### src/rtl/i2crrs_pkg.sv
// i2crrs_pkg: types, codes and constants of the I2C register read sequencer.
// Used by every module of the block; depends on nothing.
package i2crrs_pkg;

   localparam int MAX_RESULTS         = 6;
   localparam int SLOT_W              = $clog2(MAX_RESULTS);
   localparam int COUNT_W             = $clog2(MAX_RESULTS + 1);
   localparam int QUEUE_DEPTH_DEFAULT = 4;

   localparam logic OP_START = 1'b0;
   localparam logic OP_EVENT = 1'b1;

   localparam logic RW_WRITE = 1'b0;
   localparam logic RW_READ  = 1'b1;

   typedef enum logic [1:0] {
      PH_START     = 2'd0,
      PH_REGSEND   = 2'd1,
      PH_RESTART   = 2'd2,
      PH_SLAVEDATA = 2'd3
   } phase_type;

   typedef enum logic [2:0] {
      ACT_START    = 3'd0,
      ACT_SEND     = 3'd1,
      ACT_ACK      = 3'd2,
      ACT_NACK     = 3'd3,
      ACT_STOP     = 3'd4,
      ACT_DONE     = 3'd5,
      ACT_BUS_STOP = 3'd6
   } action_type;

   typedef struct packed {
      logic       operation;
      logic [6:0] device_address;
      logic [7:0] register_address;
      logic       read_mode;
      logic       flag_ack;
      logic       flag_nack;
      logic       flag_rx;
      logic       flag_stop;
      logic [7:0] rx_byte;
   } req_type;

   typedef struct packed {
      action_type  action;
      logic [7:0]  tx_byte;
      logic [15:0] read_word;
      logic        last;
   } rsp_type;

   typedef struct packed {
      action_type  action;
      logic [7:0]  tx_byte;
      logic [15:0] read_word;
   } result_type;

   // All results caused by one transaction, oldest in slot 0.
   typedef struct packed {
      result_type [MAX_RESULTS-1:0] slot;
      logic [COUNT_W-1:0]           count;
   } bundle_type;

   typedef struct packed {
      logic empty;
      logic full;
   } queue_status_type;

   function automatic result_type make_result(action_type  action,
                                              logic [7:0]  tx_byte,
                                              logic [15:0] read_word);
      result_type r;
      r.action    = action;
      r.tx_byte   = tx_byte;
      r.read_word = read_word;
      return r;
   endfunction

endpackage

### src/rtl/i2crrs_front.sv
// i2crrs_front: takes transactions, tracks the bus phase and builds the result bundle.
// Depends on i2crrs_pkg.
module i2crrs_front (
   input  logic                   clock,
   input  logic                   reset,
   input  logic                   accept,
   input  i2crrs_pkg::req_type    item,
   output logic                   push,
   output i2crrs_pkg::bundle_type bundle
);
   import i2crrs_pkg::*;

   phase_type   phase_ff, phase_in;
   logic        reading_ff, reading_in;
   logic [6:0]  slave_address_ff, slave_address_in;
   logic [7:0]  target_register_ff, target_register_in;
   logic        second_byte_due_ff, second_byte_due_in;
   logic [15:0] assembled_word_ff, assembled_word_in;

   phase_type   phase_ack, phase_nack;
   logic        is_event, ack_hit, nack_hit, rx_hit;
   logic [15:0] done_word;
   logic [COUNT_W-1:0] n;

   assign is_event  = (item.operation == OP_EVENT);
   assign ack_hit   = is_event && item.flag_ack && reading_ff;
   assign nack_hit  = is_event && item.flag_nack && reading_ff;
   assign done_word = assembled_word_ff | {8'h00, item.rx_byte};

   // Next state: ACK walks the phases, then NACK may pull back to start.
   always_comb begin
      phase_ack = phase_ff;
      if (ack_hit) begin
         unique case (phase_ff)
            PH_START:                  phase_ack = PH_REGSEND;
            PH_REGSEND:                phase_ack = PH_RESTART;
            PH_RESTART, PH_SLAVEDATA:  phase_ack = PH_SLAVEDATA;
         endcase
      end
      phase_nack = phase_ack;
      if (nack_hit && phase_ack != PH_RESTART) begin
         phase_nack = PH_START;
      end
      rx_hit = is_event && item.flag_rx && (phase_nack == PH_SLAVEDATA);

      phase_in           = phase_ff;
      reading_in         = reading_ff;
      slave_address_in   = slave_address_ff;
      target_register_in = target_register_ff;
      second_byte_due_in = second_byte_due_ff;
      assembled_word_in  = assembled_word_ff;
      if (accept) begin
         if (!is_event) begin
            slave_address_in   = item.device_address;
            target_register_in = item.register_address;
            reading_in         = item.read_mode;
            phase_in           = PH_START;
         end else begin
            phase_in = phase_nack;
            if (rx_hit) begin
               if (second_byte_due_ff) begin
                  second_byte_due_in = 1'b0;
                  assembled_word_in  = done_word;
               end else begin
                  second_byte_due_in = 1'b1;
                  assembled_word_in  = {item.rx_byte, 8'h00};
               end
            end
         end
      end
   end

   // Outputs: a start transaction yields one START; an event appends results in order ACK, NACK, RX, STOP.
   always_comb begin
      bundle = '0;
      n      = '0;
      if (!is_event) begin
         bundle.slot[SLOT_W'(n)] = make_result(ACT_START, {item.device_address, RW_WRITE}, '0);
         n = n + 1'b1;
      end else begin
         if (ack_hit) begin
            unique case (phase_ff)
               PH_START: begin
                  bundle.slot[SLOT_W'(n)] = make_result(ACT_SEND, target_register_ff, '0);
                  n = n + 1'b1;
               end
               PH_REGSEND: begin
                  bundle.slot[SLOT_W'(n)] =
                     make_result(ACT_START, {slave_address_ff, RW_READ}, '0);
                  n = n + 1'b1;
               end
               PH_RESTART, PH_SLAVEDATA: begin
               end
            endcase
         end
         if (nack_hit) begin
            if (phase_ack == PH_RESTART) begin
               bundle.slot[SLOT_W'(n)] =
                  make_result(ACT_START, {slave_address_ff, RW_READ}, '0);
            end else begin
               bundle.slot[SLOT_W'(n)] =
                  make_result(ACT_START, {slave_address_ff, RW_WRITE}, '0);
            end
            n = n + 1'b1;
         end
         if (rx_hit) begin
            if (second_byte_due_ff) begin
               bundle.slot[SLOT_W'(n)] = make_result(ACT_NACK, '0, '0);
               n = n + 1'b1;
               bundle.slot[SLOT_W'(n)] = make_result(ACT_STOP, '0, '0);
               n = n + 1'b1;
               bundle.slot[SLOT_W'(n)] = make_result(ACT_DONE, '0, done_word);
               n = n + 1'b1;
            end else begin
               bundle.slot[SLOT_W'(n)] = make_result(ACT_ACK, '0, '0);
               n = n + 1'b1;
            end
         end
         if (item.flag_stop) begin
            bundle.slot[SLOT_W'(n)] = make_result(ACT_BUS_STOP, '0, '0);
            n = n + 1'b1;
         end
      end
      bundle.count = n;
      push         = accept && (n != '0);
   end

   always_ff @(posedge clock) begin
      if (reset) begin
         phase_ff           <= PH_START;
         reading_ff         <= 1'b0;
         slave_address_ff   <= '0;
         target_register_ff <= '0;
         second_byte_due_ff <= 1'b0;
         assembled_word_ff  <= '0;
      end else begin
         phase_ff           <= phase_in;
         reading_ff         <= reading_in;
         slave_address_ff   <= slave_address_in;
         target_register_ff <= target_register_in;
         second_byte_due_ff <= second_byte_due_in;
         assembled_word_ff  <= assembled_word_in;
      end
   end

endmodule

### src/rtl/i2crrs_queue.sv
// i2crrs_queue: short queue of result bundles between the front and back parts.
// Depends on i2crrs_pkg.
module i2crrs_queue #(
   parameter int DEPTH = i2crrs_pkg::QUEUE_DEPTH_DEFAULT
) (
   input  logic                         clock,
   input  logic                         reset,
   input  logic                         push,
   input  i2crrs_pkg::bundle_type       push_bundle,
   input  logic                         pop,
   output i2crrs_pkg::bundle_type       head,
   output i2crrs_pkg::queue_status_type status
);
   import i2crrs_pkg::*;

   localparam int PTR_W = $clog2(DEPTH);
   localparam int CNT_W = $clog2(DEPTH + 1);

   bundle_type        entries_ff [DEPTH];
   logic [PTR_W-1:0]  wr_ptr_ff, wr_ptr_in;
   logic [PTR_W-1:0]  rd_ptr_ff, rd_ptr_in;
   logic [CNT_W-1:0]  count_ff, count_in;

   function automatic logic [PTR_W-1:0] next_ptr(logic [PTR_W-1:0] p);
      logic [PTR_W-1:0] r;
      if (p == PTR_W'(DEPTH - 1)) r = '0;
      else                        r = p + 1'b1;
      return r;
   endfunction

   assign head         = entries_ff[rd_ptr_ff];
   assign status.empty = (count_ff == '0);
   assign status.full  = (count_ff == CNT_W'(DEPTH));

   always_comb begin
      wr_ptr_in = push ? next_ptr(wr_ptr_ff) : wr_ptr_ff;
      rd_ptr_in = pop  ? next_ptr(rd_ptr_ff) : rd_ptr_ff;
      count_in  = count_ff;
      if (push && !pop)      count_in = count_ff + 1'b1;
      else if (!push && pop) count_in = count_ff - 1'b1;
   end

   always_ff @(posedge clock) begin
      if (push) begin
         entries_ff[wr_ptr_ff] <= push_bundle;
      end
   end

   always_ff @(posedge clock) begin
      if (reset) begin
         wr_ptr_ff <= '0;
         rd_ptr_ff <= '0;
         count_ff  <= '0;
      end else begin
         wr_ptr_ff <= wr_ptr_in;
         rd_ptr_ff <= rd_ptr_in;
         count_ff  <= count_in;
      end
   end

   a_no_overflow: assert property (@(posedge clock) disable iff (reset)
      push |-> !status.full)
      else $error("bundle pushed into a full queue");

   a_count_bound: assert property (@(posedge clock) disable iff (reset)
      count_ff <= CNT_W'(DEPTH))
      else $error("queue count beyond depth");

   a_count_grow: assert property (@(posedge clock) disable iff (reset)
      (push && !pop) |=> (count_ff == $past(count_ff) + 1'b1))
      else $error("queue count did not follow a lone push");

endmodule

### src/rtl/i2crrs_back.sv
// i2crrs_back: unpacks queued bundles one result per cycle, while the output is taken, into the output register.
// Depends on i2crrs_pkg.
module i2crrs_back (
   input  logic                         clock,
   input  logic                         reset,
   input  i2crrs_pkg::bundle_type       head,
   input  i2crrs_pkg::queue_status_type q_status,
   output logic                         q_pop,
   output logic                         rsp_empty,
   input  logic                         rsp_pop,
   output i2crrs_pkg::rsp_type          rsp_payload
);
   import i2crrs_pkg::*;

   logic [SLOT_W-1:0] idx_ff, idx_in;
   logic              rsp_valid_ff, rsp_valid_in;
   rsp_type           rsp_ff, rsp_in;
   logic              taken, advance, last_slot;
   result_type        cur;

   assign taken     = rsp_pop && rsp_valid_ff;
   assign advance   = !q_status.empty && (!rsp_valid_ff || taken);
   assign cur       = head.slot[idx_ff];
   assign last_slot = (COUNT_W'(idx_ff) + COUNT_W'(1)) == head.count;
   assign q_pop     = advance && last_slot;

   always_comb begin
      idx_in       = idx_ff;
      rsp_valid_in = rsp_valid_ff;
      rsp_in       = rsp_ff;
      if (advance) begin
         rsp_valid_in      = 1'b1;
         rsp_in.action     = cur.action;
         rsp_in.tx_byte    = cur.tx_byte;
         rsp_in.read_word  = cur.read_word;
         rsp_in.last       = last_slot;
         idx_in            = last_slot ? '0 : idx_ff + 1'b1;
      end else if (taken) begin
         rsp_valid_in = 1'b0;
      end
   end

   always_ff @(posedge clock) begin
      if (reset) begin
         idx_ff       <= '0;
         rsp_valid_ff <= 1'b0;
      end else begin
         idx_ff       <= idx_in;
         rsp_valid_ff <= rsp_valid_in;
      end
   end

   always_ff @(posedge clock) begin
      rsp_ff <= rsp_in;
   end

   assign rsp_empty   = !rsp_valid_ff;
   assign rsp_payload = rsp_ff;

   a_pop_has_data: assert property (@(posedge clock) disable iff (reset)
      q_pop |-> !q_status.empty)
      else $error("bundle retired from an empty queue");

   a_idx_in_bundle: assert property (@(posedge clock) disable iff (reset)
      !q_status.empty |-> (COUNT_W'(idx_ff) < head.count))
      else $error("slot index past the bundle's result count");

   a_idx_steps: assert property (@(posedge clock) disable iff (reset)
      (advance && !last_slot) |=> (idx_ff != '0))
      else $error("slot index did not advance inside a bundle");

endmodule

### src/rtl/i2c_register_read_sequencer.sv
// i2c_register_read_sequencer: top level of the I2C 16-bit register read sequencer.
// Depends on i2crrs_pkg, i2crrs_front, i2crrs_queue and i2crrs_back.
//
// Usage
//   Request side (req_): a queue write port. A transaction is taken at a rising
//   edge with req_push high and req_full low. A start transaction latches the
//   slave address, register address and read mode; an event transaction carries
//   the ACK, NACK, RX and STOP flags plus a received byte.
//   Response side (rsp_): a queue read port. While rsp_empty is low the oldest
//   bus action sits on rsp_payload; it is taken at an edge with rsp_pop high.
//   The last action caused by a request carries last = 1. An event with no
//   effect produces no action at all.
//   Path: the first action of a request is written into the bundle queue and then
//   loaded into the output register; further actions of the same request follow.
//   Throughput: one action per cycle while the receiver keeps taking them; a request
//   causes one to four actions, all delivered through the single output register
//   that drains the bundle queue. Requests are taken back to back until the bundle
//   queue (QUEUE_DEPTH entries) fills.
//   Reset: synchronous; clears the bus phase, latched addresses, byte assembly
//   and all queues. When the receiver stalls, the held action stays put, the
//   queue fills, and req_full rises to hold off the sender.
module i2c_register_read_sequencer #(
   parameter int QUEUE_DEPTH = i2crrs_pkg::QUEUE_DEPTH_DEFAULT
) (
   input  logic                clock,
   input  logic                reset,
   input  logic                req_push,
   output logic                req_full,
   input  i2crrs_pkg::req_type req_payload,
   output logic                rsp_empty,
   input  logic                rsp_pop,
   output i2crrs_pkg::rsp_type rsp_payload
);
   import i2crrs_pkg::*;

   logic             accept;
   logic             push;
   logic             q_pop;
   bundle_type       push_bundle;
   bundle_type       head;
   queue_status_type q_status;

   // Hold off the sender only when there is no room for another bundle.
   assign req_full = q_status.full;
   assign accept   = req_push && !q_status.full;

   // Front: update the bus phase and build all actions of one transaction.
   i2crrs_front u_front (
      .clock  (clock),
      .reset  (reset),
      .accept (accept),
      .item   (req_payload),
      .push   (push),
      .bundle (push_bundle)
   );

   // Decouple transaction intake from action delivery.
   i2crrs_queue #(
      .DEPTH (QUEUE_DEPTH)
   ) u_queue (
      .clock       (clock),
      .reset       (reset),
      .push        (push),
      .push_bundle (push_bundle),
      .pop         (q_pop),
      .head        (head),
      .status      (q_status)
   );

   // Back: advance through the head bundle, one action per cycle while the receiver takes them.
   i2crrs_back u_back (
      .clock       (clock),
      .reset       (reset),
      .head        (head),
      .q_status    (q_status),
      .q_pop       (q_pop),
      .rsp_empty   (rsp_empty),
      .rsp_pop     (rsp_pop),
      .rsp_payload (rsp_payload)
   );

endmodule
### config.mk
export PLATFORM = sky130hd
export DESIGN_NAME = i2c_register_read_sequencer
export DESIGN_NICKNAME = d
export VERILOG_FILES = /design/src/rtl/i2crrs_pkg.sv /design/src/rtl/i2crrs_front.sv /design/src/rtl/i2crrs_queue.sv /design/src/rtl/i2crrs_back.sv /design/src/rtl/i2c_register_read_sequencer.sv
export SDC_FILE = /design/constraint.sdc
export NUM_CORES = 1
export LEC_CHECK = 0
export ABC_AREA = 1
export BUFFER_PORTS_ARGS = -buffer_cell sky130_fd_sc_hd__buf_2
export CAP_MARGIN = 15
export CORE_MARGIN = 5
export CORE_UTILIZATION = 25
export DETAILED_ROUTE_END_ITERATION = 16
export PLACE_DENSITY = 0.47
export RECOVER_POWER = 25
export SETUP_SLACK_MARGIN = 0.15
export SLEW_MARGIN = 20
export SYNTH_ARGS = -nofsm -noshare
export SYNTH_HDL_FRONTEND = slang
export SYNTH_HIERARCHICAL = 1
export SYNTH_SLANG_ARGS = --single-unit
export TNS_END_PERCENT = 10
### constraint.sdc
create_clock -name clock -period 5.7 [get_ports clock]
set_input_delay 0.57 -clock clock [delete_from_list [all_inputs] [get_ports clock]]
set_output_delay 0.57 -clock clock [all_outputs]
set_load 0.02 [all_outputs]
==> results.py, run 1 <==
metrics = {
    "power": {
        "power_density_nw_per_um2": 490,
        "ir_worst_vdd_mv": 0.383,
        "p_leak_uw": 0.0117,
        "finalPower_uw": 16900,
    },
    "cells_and_area": {
        "fin_util_pct": 28.5,
        "fin_area_um2": 34600,
        "area_growth_syn_to_layout_pct": 13.8,
        "layout_commonest_cell": "edfxtp_1",
        "drive_gt1_share_pct": 8.26,
        "final_cell_mix": "edfxtp_1, nor2_1, o21ai_0",
        "nets": 2589,
    },
    "die": {
        "num_rows": 128,
        "dieHeight_um": 359,
        "initial_utilization_pct": 25.1,
        "io_pins": 63,
        "fp.dieArea_um2": 129000,
        "die_x_um": 359,
        "core-area_um2": 121000,
    },
    "cts": {
        "clock_sinks": 736,
        "postCtsSetupBuffers": 0,
        "clk-insertion-delay-late_ns": 0.64,
        "clockRootBuffer": "clkbuf_16",
        "cts_made_buffers": 80,
        "cts_tree": "done",
        "cts_max_level": 3,
        "clk_pin_slew_ns": 0.06,
        "cts_resized": 0,
        "hold_buffers": 0,
        "cts_buffer_depth": 3,
    },
    "routing": {
        "vias": 19200,
        "post_drt_wl_per_cell_um": 20.2,
        "vias_per_cell": 4.54,
        "dr.pass1.iters": 5,
        "wl_met1_um": 38400,
        "route.met3.wl_um": 3720,
        "ant_nets": 0,
        "wirelength_um": 85400,
        "wl_met2_um": 41100,
        "drtIter0Drc": 1466,
        "top_layer_used": "met5",
        "remaining_drc_errors": 0,
    },
    "yosys": {
        "synthTopCellsByArea": "edfxtp_1, nor2_1, o21ai_0",
        "syn_area_um2": 30400,
        "synth_seq_area_share_pct": 71.1,
        "avgSynthCellArea_um2": 12.1,
        "synthArstFlopShare_pct": 0,
        "synth_flop_cell": "edfxtp_1",
        "synth_edf_count": 688,
        "synthCells": 2513,
        "synth_seq_cells": 736,
        "synth_top_area_share_pct": 68.0,
        "synth.distinct_cells": 37,
        "yosysWarnings": 6,
        "yosys.area.top_type": "edfxtp_1",
    },
    "setup_path": {
        "r2r_cells": 6,
        "crit_start": "u_back/idx_ff[0]",
        "critical_path.reg2reg.startpoint": "u_back/idx_ff[0]",
        "crit_path_frequent_cell": "nand2_1",
        "reg2reg_to": "u_back/rsp_payload[26]",
        "path_cells": "clkinvlp_2 -> buf_4 -> o21ai_1 -> o22ai_1 -> nand2_1 -> nand2_1",
        "cp_slowest_cell": "clkinvlp_2",
        "r2r_slack_ns": 1.21,
        "arrival_ns": 4.82,
        "crit_fanout": 44,
        "endpoint": "u_back/rsp_payload[26]",
        "startpoint_type": "flop",
        "crit_type": "reg2reg",
        "cpPeakStageDelay_ns": 1.70,
        "required_ns": 6.03,
        "endpoint_kind": "flop",
    },
    "timing": {
        "fin_ws_ns": 1.21,
        "setup_viol": 0,
        "min_period_ns": 4.49,
        "hold_violations": 0,
        "worst_pin_slew_ns": 1.97,
        "final.setup_skew_ns": 0.0265,
        "drv_slew": 62,
        "fmax_mhz": 223,
        "layout_worst_path_cycle_share_pct": 78.8,
        "whs_ns": 0.171,
        "rsz0062_at_grt": "no",
        "slew_headroom_pct": -31.1,
    },
    "grt": {
        "grt_overflow_total": 0,
        "antenna_found_initial": 4,
        "grt_pass1_wl_um": 125000,
        "track_usage_pct": 13.0,
        "grt_pass1_vias": 18800,
        "grt_max_degree": 145,
    },
    "placement": {
        "placed_area_um2": 32100,
        "dp_hpwl_um": 50600,
        "place_congestion": 0.802,
        "io_buffers": 62,
        "place_ws_ns": 1.09,
    },
    "outcome": {
        "violations": "max-capacitance violations, max-slew violations",
        "status": "finished with violations",
    },
    "job": {
        "maxCapViolations": 2,
    },
    "min_path": {
        "hp-class": "in2reg",
    },
}
-- layout make-up --
class | instances | area (µm²)
fill | 12500 | 86600
sequential | 736 | 21600
multi-input combinational | 1522 | 7180
clock buffer | 102 | 2180
tap | 1625 | 2030
timing repair buffer | 106 | 729
clock inverter | 40 | 429
inverter | 97 | 407
antenna | 1 | 2.50
-- synthesized netlist by cell type, types with 12 or more instances --
library cell,count
o21ai_0,348
clkbuf_1,76
o21a_1,27
buf_2,22
buf_6,46
nor2_2,13
nand2_1,155
dfxtp_1,48
o22ai_1,192
buf_4,37
o21ai_1,111
edfxtp_1,688
ha_1,12
a21oi_1,35
nor3_1,24
nor2_1,526
nand3_1,14
inv_1,87
-- how the worst min path moves through the flow --
stage          cells after the start  slack, ns                         start                             to
5_1_grt                            3       0.18               req_payload[18]  u_front/target_register_ff[5]
4_1_cts                            3       0.13               req_payload[17]  u_front/target_register_ff[4]
2_1_floorplan                      2       0.44  u_front/assembled_word_ff[1]   u_front/assembled_word_ff[1]
3_3_place_gp                       2       0.46  u_front/assembled_word_ff[1]   u_front/assembled_word_ff[1]
6_report                           3       0.17               req_payload[17]  u_front/target_register_ff[4]
3_5_place_dp                       2       0.46  u_front/assembled_word_ff[1]   u_front/assembled_word_ff[1]
-- routing by layer --
layer  up-vias  track usage [%]
met1      9591             17.5
met4         4             4.00
li1       9076                -
met2       405             21.7
met3       108             1.83
met5         -                0
-- flip-flops by register name, indices dropped and copies added (netlist names), named ones only --
name	cells
u_queue/entries_ff	660
u_back/rsp_payload	28
u_front/assembled_word_ff	16
u_front/target_register_ff	8
u_front/slave_address_ff	7
u_back/idx_ff	3
u_queue/count_ff	3
u_front/phase_ff	2
u_queue/rd_ptr_ff	2
u_queue/wr_ptr_ff	2
u_back/rsp_valid_ff	1
u_front/reading_ff	1
u_front/second_byte_due_ff	1
-- through the flow --
stage	setup TNS, ns	std cells
after global routing	0	4228
after detailed placement	0	4086
after global placement	0	4086
after CTS	0	4228
after floorplan	-219.53	2544
final	0	4229
-- report_power, final --
group | switching [µW] | internal, µW | total, µW
registers | 264 | 6540 | 6810
logic | 3680 | 1280 | 4960
clock network | 2150 | 3030 | 5180
-- cell families (layout without fill, tap and decap cells) --
kind of cell               Yosys count  count (layout)  synth area share, %
buffers and inverters              286             345                 5.39
AOI/OAI and AO/OA                  720             720                 12.9
adders and majority gates           13              13                0.560
and+or+nand+nor                    755             755                 9.94
DFF                                736             736                 71.1
other                                1              33               0.0123
xor gates and xnor gates             2               2               0.0576
-- worst max-delay path, delay by kind of cell, from the launching register on --
| kind | cells | cell delay (ns) |
|---|---|---|
| AO/OA/AOI/OAI | 2 | 0.36 |
| buffers and inverters | 2 | 2.56 |
| flip-flops | 1 | 0.79 |
| AND/OR/NAND/NOR | 2 | 0.46 |
Power figures use the tool's default switching activity.
==> run 2, diff against run 1 <==
--- a/config.mk
+++ b/config.mk
@@ -5,7 +5,7 @@
 export SDC_FILE = /design/constraint.sdc
 export NUM_CORES = 1
 export LEC_CHECK = 0
-export ABC_AREA = 1
+export ABC_AREA = 0
 export BUFFER_PORTS_ARGS = -buffer_cell sky130_fd_sc_hd__buf_2
 export CAP_MARGIN = 15
 export CORE_MARGIN = 5
==> constraint.sdc (replaced) <==
create_clock -name clock -period 3.6 [get_ports clock]
set_input_delay 0.36 -clock clock [delete_from_list [all_inputs] [get_ports clock]]
set_output_delay 0.36 -clock clock [all_outputs]
set_load 0.02 [all_outputs]
==> results.py, run 2 <==
metrics = {
    "cts": {
        "clockRootBuffer": "clkbuf_16",
        "clk_pin_slew_ns": 0.06,
        "cts_max_level": 3,
        "clk-insertion-delay-late_ns": 0.64,
        "clock_sinks": 736,
        "cts_buffer_depth": 3,
        "cts_made_buffers": 83,
        "cts_tree": "done",
    },
    "routing": {
        "drtIter0Drc": 1298,
        "dr.pass1.iters": 5,
        "remaining_drc_errors": 0,
        "ant_nets": 0,
        "post_drt_wl_per_cell_um": 21.8,
        "vias_per_cell": 4.47,
        "vias": 14700,
        "wirelength_um": 71600,
    },
    "yosys": {
        "avgSynthCellArea_um2": 19.4,
        "synthArstFlopShare_pct": 0,
        "synth_compound_area_share_pct": 2.77,
        "synth_flop_cell": "edfxtp_1",
        "synthTopCellsByArea": "edfxtp_1, mux4_2, dfxtp_1",
        "synth_adder_area_share_pct": 0.571,
        "syn_area_um2": 29800,
        "synthMuxAreaShare_pct": 15.8,
        "synthXorXnorAreaFrac_pct": 0.382,
        "synth.distinct_cells": 66,
        "synth_top_area_share_pct": 69.3,
        "synth_top_family_by_area": "multiplexers",
        "yosys.cell_count.top_type": "edfxtp_1",
        "synth_edf_count": 688,
        "yosys.area.top_type": "edfxtp_1",
        "synth_seq_cells": 736,
        "yosysWarnings": 6,
        "synth_simple_gate_area_share_pct": 4.17,
        "yosys-top-cells-count": "edfxtp_1, mux4_2, nor2_1, nand2_1, inv_1",
        "synthCells": 1537,
        "synth_seq_area_share_pct": 72.5,
    },
    "cells_and_area": {
        "nets": 1727,
        "largest_register_ffs": 660,
        "fin_util_pct": 29.4,
        "fin_area_um2": 34800,
        "ff_latch_area_um2": 21600,
        "final_cell_mix": "edfxtp_1, mux4_2, nor2_1",
        "multi_input_area_um2": 7250,
        "drive_gt1_share_pct": 25.0,
        "layout_commonest_cell": "edfxtp_1",
        "area_growth_syn_to_layout_pct": 16.7,
        "num-fill-cells": 11600,
        "fin_cells": 3284,
        "largest-register": "u_queue/entries_ff",
    },
    "die": {
        "dieHeight_um": 355,
        "core-area_um2": 118000,
        "fp.dieArea_um2": 126000,
        "initial_utilization_pct": 25.2,
        "num_rows": 126,
        "die_x_um": 355,
        "io_pins": 63,
    },
    "placement": {
        "place_congestion": 0.740,
        "dp_cells": 3115,
        "io_buffers": 62,
        "dp_hpwl_um": 42800,
        "placed_area_um2": 32100,
    },
    "power": {
        "netSwitchingPower_uw": 6010,
        "p_leak_uw": 0.0110,
        "swShare_pct": 26.1,
        "internal-power_uw": 17000,
        "combPwrFrac_pct": 18.7,
        "pwr-share-clk_pct": 35.9,
        "seqPwrFrac_pct": 45.4,
        "ir_worst_vdd_mv": 0.325,
        "power_density_nw_per_um2": 661,
    },
    "setup_path": {
        "crit_fanout": 5,
        "crit_path_frequent_cell": "ha_1",
        "cp_slowest_cell": "ha_1",
        "required_ns": 4.16,
        "crit_type": "reg2reg",
        "path_cells": "nand2b_4 -> nor2_4 -> clkbuf_1 -> ha_1 -> xnor2_4 -> inv_1 -> ha_1 -> nand2_1 -> xnor2_1 -> a31oi_4 -> ha_1 -> inv_1 -> fa_1 -> xor2_1 -> or3_1 -> a21oi_1",
        "r2r_slack_ns": 0.25,
        "startpoint_type": "flop",
        "endpoint_kind": "flop",
        "arrival_ns": 3.91,
        "cpPeakStageDelay_ns": 0.40,
    },
    "timing": {
        "whs_ns": 0.0537,
        "setup_viol": 0,
        "fmax_mhz": 299,
        "rsz0062_at_grt": "no",
        "worst_pin_slew_ns": 1.73,
        "setup-tns-final_ns": 0,
        "layout_worst_path_cycle_share_pct": 93.0,
        "drv_slew": 47,
        "slew_headroom_pct": -15.8,
        "hold_violations": 0,
        "final.setup_skew_ns": 0.0194,
        "min_period_ns": 3.35,
    },
    "outcome": {
        "status": "finished with violations",
        "violations": "max-capacitance violations, max-slew violations",
    },
    "grt": {
        "track_usage_pct": 11.3,
        "grt_pass1_vias": 15700,
        "grt_pass1_wl_um": 107000,
        "grt_max_degree": 110,
        "grt_overflow_total": 0,
        "antenna_found_initial": 4,
    },
    "job": {
        "maxCapViolations": 2,
    },
    "min_path": {
        "hp-class": "in2reg",
    },
}
[run 2: path summary, 6_finish.rpt]
path	from	end	cells after the start
setup / recovery	u_front/phase_ff[1]	u_queue/count_ff[2]	16
hold / removal	req_payload[7]	u_front/assembled_word_ff[15]	3
setup reg to reg	u_front/phase_ff[1]	u_queue/count_ff[2]	16
hold reg to reg	u_front/target_register_ff[1]	u_front/target_register_ff[1]	2
[run 2: final cells by class]
type | instances | area share (%)
flip-flops and latches | 736 | 62.1
multi-input cells | 666 | 20.8
clock buffers | 100 | 6.27
well taps | 1536 | 5.52
repair buffers | 141 | 3.28
clock inverters | 50 | 1.39
inverters | 53 | 0.571
diodes | 2 | 0.0144
[run 2: cell families after synthesis]
group / Yosys count
other: 1
AND/OR/NAND/NOR: 260
multiplexers: 229
flip-flops: 736
AO/OA/AOI/OAI: 122
buffers and inverters: 166
adder cells (fa/ha/maj): 13
XOR/XNOR: 10
[run 2: critical path: cells and delay by family (launching register included)]
kind                       cells  cell delay [ns]
and+or+nand+nor                4             0.61
adders and majority gates      4             1.18
xor gates and xnor gates       3             0.49
buffers and inverters          3             0.25
DFF                            1             0.38
AOI/OAI and AO/OA              2             0.38
[run 2: routing by layer]
layer	up-vias	routed length [µm]	GRT usage, %
li1	6411	-	-
met1	7846	32500	15.7
met2	338	34500	18.4
met3	79	3350	2.02
met4	2	1170	2.85
met5	-	13	0
[run 2: through the flow]
step	setup WS [ns]	power (µW)
2_1_floorplan	-0.00644	13900
3_3_place_gp	0.201	15100
3_5_place_dp	0.188	15200
4_1_cts	0.273	23600
5_1_grt	0.0996	24100
6_report	0.252	23000
[run 2: power by group through the flow]
stage | clock network, µW | logic, µW | registers (µW)
5_1_grt | 8920 | 4690 | 10500
3_5_place_dp | 0 | 4530 | 10600
2_1_floorplan | 0 | 3140 | 10800
6_report | 8270 | 4310 | 10500
4_1_cts | 8540 | 4550 | 10500
3_3_place_gp | 0 | 4520 | 10600
[run 2: timing repair]
action / 4_1_cts / 5_1_grt
hold buffers: 16 / 0
buffers inserted: 0 / 0
gates resized for setup: 0 / 4
hold endpoints to repair: 16 / 0
endpoints found under the setup margin: 0 / 105
==> run 3, diff against run 2 <==
--- a/config.mk
+++ b/config.mk
@@ -11,7 +11,7 @@
 export CORE_MARGIN = 5
 export CORE_UTILIZATION = 25
 export DETAILED_ROUTE_END_ITERATION = 16
-export PLACE_DENSITY = 0.47
+export PLACE_DENSITY = 0.46
 export RECOVER_POWER = 25
 export SETUP_SLACK_MARGIN = 0.15
 export SLEW_MARGIN = 20
==> constraint.sdc (replaced) <==
create_clock -name clock -period 4.12 [get_ports clock]
set_input_delay 0.412 -clock clock [delete_from_list [all_inputs] [get_ports clock]]
set_output_delay 0.412 -clock clock [all_outputs]
set_load 0.02 [all_outputs]
==> results.py, run 3 (synthesized netlist as in run 2, its figures left out) <==
metrics = {
    "routing": {
        "drtIter0Drc": 1071,
        "post_drt_wl_per_cell_um": 21.7,
        "ant_nets": 0,
        "vias_per_cell": 4.43,
        "remaining_drc_errors": 0,
        "vias": 14400,
        "wirelength_um": 70500,
        "dr.pass1.iters": 5,
    },
    "min_path": {
        "hold_start": "req_payload[27]",
        "holdPathEnd": "u_front/slave_address_ff[6]",
        "hp-class": "in2reg",
        "hold_depth": 3,
    },
    "die": {
        "fp.dieArea_um2": 126000,
        "core-area_um2": 118000,
        "die_x_um": 355,
        "num_rows": 126,
        "dieHeight_um": 355,
        "initial_utilization_pct": 25.2,
        "io_pins": 63,
    },
    "setup_path": {
        "startpoint_type": "flop",
        "arrival_ns": 4.08,
        "reg2reg_to": "u_queue/entries_ff[1][30]",
        "endpoint_kind": "flop",
        "crit_type": "reg2reg",
        "crit_start": "u_front/reading_ff",
        "critical_path.reg2reg.startpoint": "u_front/reading_ff",
        "r2r_slack_ns": 0.31,
        "r2r_cells": 13,
        "required_ns": 4.39,
        "crit_fanout": 39,
    },
    "timing": {
        "setup_viol": 0,
        "min_period_ns": 3.81,
        "setup-tns-final_ns": 0,
        "worst_pin_slew_ns": 1.63,
        "whs_ns": 0.0610,
        "hold_violations": 0,
        "fmax_mhz": 262,
        "drv_slew": 47,
        "slew_headroom_pct": -8.76,
        "rsz0062_at_grt": "no",
        "final.setup_skew_ns": 0.0513,
        "layout_worst_path_cycle_share_pct": 92.5,
    },
    "job": {
        "maxCapViolations": 2,
    },
    "cells_and_area": {
        "nets": 1697,
        "largest_register_ffs": 660,
        "fin_area_um2": 34300,
        "drive_gt1_share_pct": 23.9,
        "largest-register": "u_queue/entries_ff",
        "area_growth_syn_to_layout_pct": 15.1,
        "layout_commonest_cell": "edfxtp_1",
        "final_cell_mix": "edfxtp_1, mux4_2, nor2_1",
        "fin_cells": 3249,
        "num-fill-cells": 11600,
    },
    "cts": {
        "clockRootBuffer": "clkbuf_16",
        "clock_sinks": 736,
        "clk-insertion-delay-late_ns": 0.64,
        "clk_pin_slew_ns": 0.06,
        "cts_max_level": 3,
        "postCtsSetupBuffers": 0,
        "cts_tree": "done",
        "cts_made_buffers": 77,
        "cts_buffer_depth": 3,
    },
    "grt": {
        "track_usage_pct": 11.1,
        "grt_max_degree": 115,
        "grt_pass1_vias": 15400,
        "antenna_found_initial": 7,
        "grt_pass1_wl_um": 105000,
        "grt_overflow_total": 0,
    },
    "placement": {
        "dp_cells": 3096,
        "io_buffers": 62,
        "place_congestion": 0.716,
        "placed_area_um2": 31800,
        "dp_hpwl_um": 41100,
    },
    "power": {
        "power_density_nw_per_um2": 573,
        "p_leak_uw": 0.0107,
        "ir_worst_vdd_mv": 0.290,
    },
    "outcome": {
        "status": "finished with violations",
        "violations": "max-capacitance violations, max-slew violations",
    },
}
[run 3: repair_timing]
| item | 4_1_cts | 5_1_grt |
|---|---|---|
| hold endpoints to repair | 11 | 0 |
| resized for setup | 0 | 2 |
| setup endpoints to repair | 0 | 155 |
| hold buffers | 11 | 0 |
[run 3: through the flow]
step,worst slack (ns),util [%],power (µW)
after detailed placement,0.130,26.9,13200
final,0.308,29.0,19700
after global routing,0.0851,29.0,20600
after global placement,0.141,26.9,13200
after floorplan,0.171,-,12100
after CTS,0.239,29.1,20100
[run 3: worst max path at each step]
stage / to / slack [ns] / depth (start not counted)
final: u_queue/entries_ff[1][30] / 0.31 / 13
after global routing: u_queue/count_ff[2] / 0.09 / 16
after CTS: u_queue/entries_ff[0][139] / 0.24 / 12
after detailed placement: u_queue/entries_ff[1][112] / 0.13 / 14
after global placement: u_queue/entries_ff[0][8] / 0.14 / 13
after floorplan: u_queue/entries_ff[3][0] / 0.17 / 10
[run 3: final cells by class]
class	count	area (µm²)	share of cell area, %
diodes	3	7.51	0.0219
clock buffers	95	2020	5.90
clock inverters	43	474	1.38
inverters	53	199	0.579
multi-input cells	667	7200	21.0
flip-flops and latches	736	21600	63.0
well taps	1536	1920	5.60
repair buffers	116	872	2.54
[run 3: metal layers]
layer	share of wire, %	vias to the layer above	global-route usage, %
met2	49	318	18.1
met3	5.2	87	2.50
met4	1.7	8	2.64
met5	0.067	-	0
met1	44	7649	15.0
li1	-	6326	-
[run 3: report_power, final]
group | leakage [µW] | switching, µW | internal, µW
Clock | 0.00121 | 2900 | 3920
Sequential | 0.00679 | 224 | 8930
Combinational | 0.00273 | 2060 | 1610
[run 3: worst max-delay path, cell delays in order (launching register included)]
cell and delay, ns:
dfxtp_1 0.44, nand2_1 0.15, nor2_1 0.25, inv_1 0.13
ha_1 0.30, o21a_1 0.24, o21ai_0 0.21, ha_1 0.19
nand2_1 0.07, xnor2_1 0.17, a31oi_2 0.28, buf_4 0.22
and2_4 0.43, buf_12 0.30
